## config.mk

```make
export PLATFORM = sky130hd
export DESIGN_NAME = multi_source_button_debouncer
export DESIGN_NICKNAME = d
export VERILOG_FILES = /design/src/rtl/msbd_pkg.sv /design/src/rtl/msbd_lane.sv /design/src/rtl/msbd_merge.sv /design/src/rtl/multi_source_button_debouncer.sv
export SDC_FILE = /design/constraint.sdc
export NUM_CORES = 1
export LEC_CHECK = 0
export BUFFER_PORTS_ARGS = -buffer_cell sky130_fd_sc_hd__buf_2
export CAP_MARGIN = 10
export CORE_MARGIN = 3
export CORE_UTILIZATION = 58
export DETAILED_ROUTE_END_ITERATION = 7
export PLACE_DENSITY = 0.75
export SETUP_SLACK_MARGIN = 0.05
export SLEW_MARGIN = 20
export SYNTH_ARGS = -nofsm -noshare
export SYNTH_HDL_FRONTEND = slang
export SYNTH_HIERARCHICAL = 1
export SYNTH_SLANG_ARGS = --single-unit
```

## constraint.sdc

```tcl
create_clock -name aclk -period 6 [get_ports aclk]
set_clock_uncertainty 0.05 [all_clocks]
set_input_delay 0.3 -clock aclk [delete_from_list [all_inputs] [get_ports aclk]]
set_output_delay 0.3 -clock aclk [all_outputs]
set_load 0.005 [all_outputs]
```

## src/rtl/msbd_pkg.sv

```systemverilog
// ----------------------------------------------------------------------------
// msbd_pkg
// Shared types, constants and register indexes of the button debouncer.
// ----------------------------------------------------------------------------
package msbd_pkg;

    // Default sizes of the design.
    localparam int NUM_BUTTONS_DEF = 9;
    localparam int COUNT_WIDTH_DEF = 8;

    // Fixed field widths.
    localparam int BUTTON_W = 9;
    localparam int SERIAL_W = 8;
    localparam int KEY_W    = 4;
    localparam int CFG_W    = 8;
    localparam int CFG_IDX_W = 2;

    // Configuration register indexes.
    localparam logic [CFG_IDX_W-1:0] REG_THRESHOLD = 2'd0;
    localparam logic [CFG_IDX_W-1:0] REG_INCREMENT = 2'd1;
    localparam logic [CFG_IDX_W-1:0] REG_HOLD_TIME = 2'd2;

    // Register values after reset.
    localparam logic [CFG_W-1:0] THRESHOLD_RST = 8'd5;
    localparam logic [CFG_W-1:0] INCREMENT_RST = 8'd1;
    localparam logic [CFG_W-1:0] HOLD_TIME_RST = 8'd10;

    // One input request: a task tick for all buttons.
    typedef struct packed {
        logic [BUTTON_W-1:0] wired_levels;
        logic [SERIAL_W-1:0] serial_levels;
        logic                remote_valid;
        logic [KEY_W-1:0]    remote_key;
        logic                remote_repeat;
    } in_item_t;

    // One result request.
    typedef struct packed {
        logic [BUTTON_W-1:0] pressed_bits;
        logic [BUTTON_W-1:0] pressed_once_bits;
        logic [BUTTON_W-1:0] remote_pressed_bits;
    } out_item_t;

    // Configuration seen by every lane.
    typedef struct packed {
        logic [CFG_W-1:0] threshold;
        logic [CFG_W-1:0] increment;
        logic [CFG_W-1:0] hold_time;
    } cfg_t;

    // Per-lane controls derived from the input request.
    typedef struct packed {
        logic held;
        logic serial;
        logic valid;
        logic hit;
        logic rep;
    } lane_in_t;

    // Per-lane flags after the update, handed to the merge stage.
    typedef struct packed {
        logic pressed;
        logic once;
        logic rpressed;
    } lane_flags_t;

endpackage

```

## src/rtl/msbd_lane.sv

```systemverilog
// ----------------------------------------------------------------------------
// msbd_lane
// State and update of one button: wired hold counter and remote hold timer.
// ----------------------------------------------------------------------------
module msbd_lane
    import msbd_pkg::*;
#(
    parameter int COUNT_WIDTH = COUNT_WIDTH_DEF
) (
    input  logic        aclk,
    input  logic        aresetn,
    input  logic        accept,
    input  cfg_t        cfg,
    input  lane_in_t    ctrl,
    output lane_flags_t flags
);

    localparam int SUM_W = ((COUNT_WIDTH > CFG_W) ? COUNT_WIDTH : CFG_W) + 1;
    localparam logic [SUM_W-1:0] COUNT_MAX = SUM_W'({COUNT_WIDTH{1'b1}});

    logic [COUNT_WIDTH-1:0] count_reg, count_next;
    logic                   wpressed_reg, wpressed_next;
    logic                   wonce_reg, wonce_next;
    logic [CFG_W-1:0]       timer_reg, timer_next;
    logic                   rpressed_reg, rpressed_next;
    logic                   ronce_next;

    logic [SUM_W-1:0] sum;
    logic [SUM_W-1:0] count_ext;
    logic [SUM_W-1:0] thr_ext;

    // Wired source: saturating counter, then threshold qualification.
    always_comb begin
        sum = SUM_W'(count_reg) + SUM_W'(cfg.increment);
        if (ctrl.held) begin
            count_next = (sum < COUNT_MAX) ? sum[COUNT_WIDTH-1:0] : count_reg;
        end else begin
            count_next = '0;
        end
        count_ext = SUM_W'(count_next);
        thr_ext   = SUM_W'(cfg.threshold);
        wpressed_next = wpressed_reg;
        wonce_next    = wonce_reg;
        if (count_ext > thr_ext) begin
            wpressed_next = 1'b1;
            wonce_next    = 1'b0;
        end else if (count_ext == thr_ext) begin
            wonce_next = 1'b1;
        end else begin
            wpressed_next = 1'b0;
            wonce_next    = 1'b0;
        end
    end

    // Remote source: press on a matching frame, hold timer on idle ticks.
    // The remote one-shot lasts a single tick, so it needs no register.
    always_comb begin
        timer_next    = timer_reg;
        rpressed_next = rpressed_reg;
        ronce_next    = 1'b0;
        if (ctrl.valid) begin
            if (ctrl.hit) begin
                ronce_next    = !rpressed_reg && !ctrl.rep;
                rpressed_next = 1'b1;
                timer_next    = cfg.hold_time;
            end else begin
                rpressed_next = 1'b0;
            end
        end else if (timer_reg > cfg.increment) begin
            timer_next = timer_reg - cfg.increment;
        end else begin
            timer_next    = cfg.hold_time;
            rpressed_next = 1'b0;
        end
    end

    // Flags of this tick, combined with the serial bit.
    assign flags.pressed  = wpressed_next | ctrl.serial | rpressed_next;
    assign flags.once     = wonce_next | ctrl.serial | ronce_next;
    assign flags.rpressed = rpressed_next;

    // Lane state advances once per accepted request.
    always_ff @(posedge aclk) begin
        if (!aresetn) begin
            count_reg    <= '0;
            wpressed_reg <= 1'b0;
            wonce_reg    <= 1'b0;
            timer_reg    <= '0;
            rpressed_reg <= 1'b0;
        end else if (accept) begin
            count_reg    <= count_next;
            wpressed_reg <= wpressed_next;
            wonce_reg    <= wonce_next;
            timer_reg    <= timer_next;
            rpressed_reg <= rpressed_next;
        end
    end

endmodule

```

## src/rtl/msbd_merge.sv

```systemverilog
// ----------------------------------------------------------------------------
// msbd_merge
// Gathers the lane flags into one result and holds it in a two-entry
// output buffer (main register plus skid register).
// ----------------------------------------------------------------------------
module msbd_merge
    import msbd_pkg::*;
#(
    parameter int NUM_BUTTONS = NUM_BUTTONS_DEF
) (
    input  logic                         aclk,
    input  logic                         aresetn,
    input  logic                         push,
    output logic                         push_ready,
    input  lane_flags_t [NUM_BUTTONS-1:0] flags,
    output logic                         m_valid,
    input  logic                         m_ready,
    output out_item_t                    m_item
);

    out_item_t result;
    out_item_t main_reg, main_next;
    out_item_t skid_reg, skid_next;
    logic      main_valid_reg, main_valid_next;
    logic      skid_valid_reg, skid_valid_next;
    logic      pop;

    // Buttons beyond the field width are dropped from the result.
    for (genvar b = 0; b < BUTTON_W; b++) begin : g_bit
        if (b < NUM_BUTTONS) begin : g_used
            assign result.pressed_bits[b]        = flags[b].pressed;
            assign result.pressed_once_bits[b]   = flags[b].once;
            assign result.remote_pressed_bits[b] = flags[b].rpressed;
        end else begin : g_unused
            assign result.pressed_bits[b]        = 1'b0;
            assign result.pressed_once_bits[b]   = 1'b0;
            assign result.remote_pressed_bits[b] = 1'b0;
        end
    end

    assign pop        = main_valid_reg && m_ready;
    assign push_ready = !skid_valid_reg;
    assign m_valid    = main_valid_reg;
    assign m_item     = main_reg;

    // Drain first, then place the new result where the order is kept.
    always_comb begin
        main_next       = main_reg;
        skid_next       = skid_reg;
        main_valid_next = main_valid_reg;
        skid_valid_next = skid_valid_reg;
        if (pop) begin
            if (skid_valid_reg) begin
                main_next       = skid_reg;
                skid_valid_next = 1'b0;
            end else begin
                main_valid_next = 1'b0;
            end
        end
        if (push) begin
            if (!main_valid_next) begin
                main_next       = result;
                main_valid_next = 1'b1;
            end else begin
                skid_next       = result;
                skid_valid_next = 1'b1;
            end
        end
    end

    // Valid flags are reset; the data registers are not.
    always_ff @(posedge aclk) begin
        if (!aresetn) begin
            main_valid_reg <= 1'b0;
            skid_valid_reg <= 1'b0;
        end else begin
            main_valid_reg <= main_valid_next;
            skid_valid_reg <= skid_valid_next;
        end
    end

    always_ff @(posedge aclk) begin
        main_reg <= main_next;
        skid_reg <= skid_next;
    end

endmodule

```

## src/rtl/multi_source_button_debouncer.sv

```systemverilog
// ----------------------------------------------------------------------------
// multi_source_button_debouncer
// Debounces wired buttons and merges them with serial and remote sources.
// ----------------------------------------------------------------------------
//  Channel   Ports                              Carries
//  input     s_valid s_ready s_item             one tick of raw levels and key
//  result    m_valid m_ready m_item             merged pressed and one-shot bits
//  config    cfg_valid cfg_ready cfg_index/data register write, always ready
//
// One request is accepted per cycle while s_ready is high; its result is
// written into the output buffer when the request is accepted. The lane
// update is combinational and runs for all lanes in parallel.
// A two-entry output buffer lets two results wait while the result channel
// stalls; input ready drops only when both entries are full.
// Reset is synchronous and clears lane state, config and buffer valid flags.
// ----------------------------------------------------------------------------
module multi_source_button_debouncer
    import msbd_pkg::*;
#(
    parameter int NUM_BUTTONS = NUM_BUTTONS_DEF,
    parameter int COUNT_WIDTH = COUNT_WIDTH_DEF
) (
    input  logic                 aclk,
    input  logic                 aresetn,
    input  logic                 s_valid,
    output logic                 s_ready,
    input  in_item_t             s_item,
    output logic                 m_valid,
    input  logic                 m_ready,
    output out_item_t            m_item,
    input  logic                 cfg_valid,
    output logic                 cfg_ready,
    input  logic [CFG_IDX_W-1:0] cfg_index,
    input  logic [CFG_W-1:0]     cfg_data
);

    cfg_t        cfg_reg, cfg_next;
    logic        accept;
    lane_in_t    [NUM_BUTTONS-1:0] ctrl;
    lane_flags_t [NUM_BUTTONS-1:0] flags;

    assign cfg_ready = 1'b1;
    assign accept    = s_valid && s_ready;

    // Configuration register writes; unknown indexes are ignored.
    always_comb begin
        cfg_next = cfg_reg;
        if (cfg_valid) begin
            unique case (cfg_index)
                REG_THRESHOLD: cfg_next.threshold = cfg_data;
                REG_INCREMENT: cfg_next.increment = cfg_data;
                REG_HOLD_TIME: cfg_next.hold_time = cfg_data;
                default:       cfg_next = cfg_reg;
            endcase
        end
    end

    always_ff @(posedge aclk) begin
        if (!aresetn) begin
            cfg_reg.threshold <= THRESHOLD_RST;
            cfg_reg.increment <= INCREMENT_RST;
            cfg_reg.hold_time <= HOLD_TIME_RST;
        end else begin
            cfg_reg <= cfg_next;
        end
    end

    // One lane per button, each fed from its own bits of the request.
    for (genvar b = 0; b < NUM_BUTTONS; b++) begin : g_lane
        if (b < BUTTON_W) begin : g_wired
            assign ctrl[b].held = s_item.wired_levels[b];
        end else begin : g_no_wired
            assign ctrl[b].held = 1'b0;
        end
        if (b < SERIAL_W) begin : g_serial
            assign ctrl[b].serial = s_item.serial_levels[b];
        end else begin : g_no_serial
            assign ctrl[b].serial = 1'b0;
        end
        assign ctrl[b].valid = s_item.remote_valid;
        assign ctrl[b].hit   = (s_item.remote_key == KEY_W'(b));
        assign ctrl[b].rep   = s_item.remote_repeat;

        msbd_lane #(
            .COUNT_WIDTH(COUNT_WIDTH)
        ) u_lane (
            .aclk    (aclk),
            .aresetn (aresetn),
            .accept  (accept),
            .cfg     (cfg_reg),
            .ctrl    (ctrl[b]),
            .flags   (flags[b])
        );
    end

    // Merge the lanes and buffer the result.
    msbd_merge #(
        .NUM_BUTTONS(NUM_BUTTONS)
    ) u_merge (
        .aclk       (aclk),
        .aresetn    (aresetn),
        .push       (accept),
        .push_ready (s_ready),
        .flags      (flags),
        .m_valid    (m_valid),
        .m_ready    (m_ready),
        .m_item     (m_item)
    );

endmodule

```

==> flow_summary.yaml <==
cts:
  htree_levels: 1
  clk_latency_ns: 0.57
  cts.sinks: 242
  cts_tree: "done"
  root_buffer: "clkbuf_16"
  post_cts_buffers: 0
  cts.clk_slew.worst_paths_ns: 0.06
  numCtsBuffers: 30
  clockBufferDepth: 3
logic_synthesis:
  avgSynthCellArea_um2: 8.140
  ys.flop_type: "dfxtp_1"
  yosys_warnings: 6
  ys_types: 93
  synth_top_area_share_pct: 20.73
  async_reset_ff_share_pct: 0
  yosysSeqAreaShare_pct: 24.63
  ys_ff_latch: 242
  synth-edff-count: 27
  synth_top_area_cell: "dfxtp_1"
  postSynthCellCount: 2551
  syn_area_um2: 20770
  synthTopCellsByArea: "dfxtp_1 (21%), ha_1 (13%), inv_1 (5.2%)"
detailed_routing:
  drtIter0Drc: 1862
  wl_per_cell_um: 20.31
  via_count: 19652
  routed_wl_um: 62380
  ant_nets: 0
  vias_per_cell: 6.397
  drc: 0
  firstDrtPassIters: 6
final_layout:
  most-common-layout-cells: "inv_1 (289), nor2_1 (223), ha_1 (216)"
  drive_above_1_share_pct: 10.01
  fill_cells: 3022
  area_growth_pct: 8.351
  diodes: 0
  fin_nets: 2866
  regArea_um2: 5117
  final_common_cell: "inv_1"
  multiInputGateArea_um2: 13930
global_routing:
  met1_usage_pct: 42.02
  grt_max_degree: 118
  grt_pass1_vias: 18757
  met2_usage_pct: 51.48
  met3_usage_pct: 4.417
  grt-busiest-layer: "met2"
  grt_antenna_before_repair: 1
  grt_pass1_wl_um: 98010
  track_usage_pct: 31.24
  overflow: 0
worst_setup_path:
  path_delay_family: "compound AO/OA/AOI/OAI gates"
  path_cells: "ha_1 > inv_1 > fa_1 > nand2b_1 > a21oi_1 > nor4_1 > a311oi_1 > o31ai_4 > mux2i_1 > and2_1 > ha_1 > nor2b_1 > o21a_1 > o21a_1 > o21ai_0 > a21oi_1 > o32ai_1 > or3b_2 > inv_1 > a221oi_2"
  worst_ep_required_time_ns: 6.37
  critical-path-slowest-cell: "dfxtp_1"
  crit_path_end_kind: "flip-flop"
  path_buf_inv: 2
  worst-endpoint-arrival_ns: 5.45
  critical_path_class: "reg2reg"
  cp-start-kind: "flip-flop"
  worst-path-max-fanout: 8
  critPathMaxStageDelay_ns: 0.67
power:
  p_leak_nw: 9.511
  max-vdd-ir-drop_v: 0.0002946
  power_density_nw_per_um2: 244.2
timing:
  maxSlewHeadroom_pct: 19.98
  rsz0062_at_grt: "no"
  setup_viol: 0
  finalHoldViolCount: 0
  setup_tns_ns: 0
  clock.fmax_mhz: 197.2
  hold_ws_ns: 0.03149
  final.period_utilization_pct: 84.52
  max_slew.worst_pin.slew_ns: 1.199
  report.final.slew_viol_count: 0
  min_period_ns: 5.071
die:
  die_y_um: 195.2
  die_w_um: 195.2
  initial_core_util_pct: 59.53
  io_pins: 68
  core.rowCount: 68
  fp.dieArea_um2: 38110
  core_um2: 34880
run:
  cap_violations: 0
min_path:
  hold_class: "in2reg"
placed_design:
  numPortBuffers: 66
  routabilityCongestion: 0.9359
  place_hpwl_um: 42600
run_status:
  status: "completed"
## path summary, 6_finish.rpt
kind	start	end	slack, ns	depth (start not counted)
worst min-delay path	s_item[10]	u_merge/skid_reg[13]$_DFFE_PP_	0.03	2
worst min register to register	g_lane[1].u_lane/timer_reg[2]$_SDFFE_PN0P_	g_lane[1].u_lane/timer_reg[2]$_SDFFE_PN0P_	0.43	2
worst max register to register	cfg_reg[8]$_SDFFE_PN1P_	u_merge/m_item[18]$_DFF_P_	0.93	20
worst max-delay path	cfg_reg[8]$_SDFFE_PN1P_	u_merge/m_item[18]$_DFF_P_	0.93	20
## report_power, final
part,internal [mW],switching [mW]
clock,1.25,0.746
combinational,0.664,0.950
sequential,1.76,0.122
total,3.68,1.82
## cells in the mapped netlist (16+ instances only)
cell type	n
edfxtp_1	27
a211oi_1	19
o21a_1	80
nor2_1	223
xnor2_1	23
and3_1	16
nor2b_1	57
o21ai_0	136
o22ai_1	39
and2_1	17
a221oi_2	20
xor2_1	46
fa_1	18
nand3_1	29
nand2_1	193
a22oi_1	18
dfxtp_1	215
inv_1	289
nand4_1	45
nand3b_1	18
clkbuf_1	41
nor3_1	44
nand2b_1	32
mux2i_1	79
ha_1	216
a21oi_1	131
a31oi_1	53
buf_4	19
a41oi_1	25
a21o_1	21
o31ai_1	27
or3_1	34
## cell families after synthesis
kind of cell               after synthesis  synth area share, %
adders and majority gates              234                14.75
xor gates and xnor gates                69                2.910
DFF                                    242                24.63
and+or+nand+nor                        782                18.88
buffers and inverters                  393                8.393
AOI/OAI and AO/OA                      741                25.99
muxes                                   88                4.404
other                                    2              0.03616
## what timing repair did
item                                   CTS  global route
endpoints found under the hold margin   14             0
gates resized for setup                  0             0
setup endpoints to repair                0             0
hold buffers                            10             0
## area by class of cell
| cell class | count | share of cell area, % |
|---|---|---|
| multi-input combinational | 1917 | 61.90 |
| sequential | 242 | 22.74 |
| inverter | 295 | 4.921 |
| clock buffer | 45 | 4.037 |
| timing repair buffer | 108 | 3.075 |
| tap | 455 | 2.530 |
| clock inverter | 10 | 0.7896 |
## per-stage QoR
step	std cells	total power, mW	cell area (µm²)	setup slack (ns)	util, %
6_report	3072	5.495	22500	0.9289	64.50
5_1_grt	3072	5.750	22500	0.6509	64.50
4_1_cts	3072	5.479	22490	0.9935	64.47
3_5_place_dp	3007	3.480	21300	1.004	61.07
3_3_place_gp	3007	3.422	21300	1.174	61.07
2_1_floorplan	2552	3.078	20770	0.8832	-
## layer usage
metal,share of wire (%),wire (µm)
met1,43,26760
met3,7.8,4880
met2,46,28570
met5,0.021,13
met4,3.5,2159
Note: power is estimated with default switching activity, not from simulation.
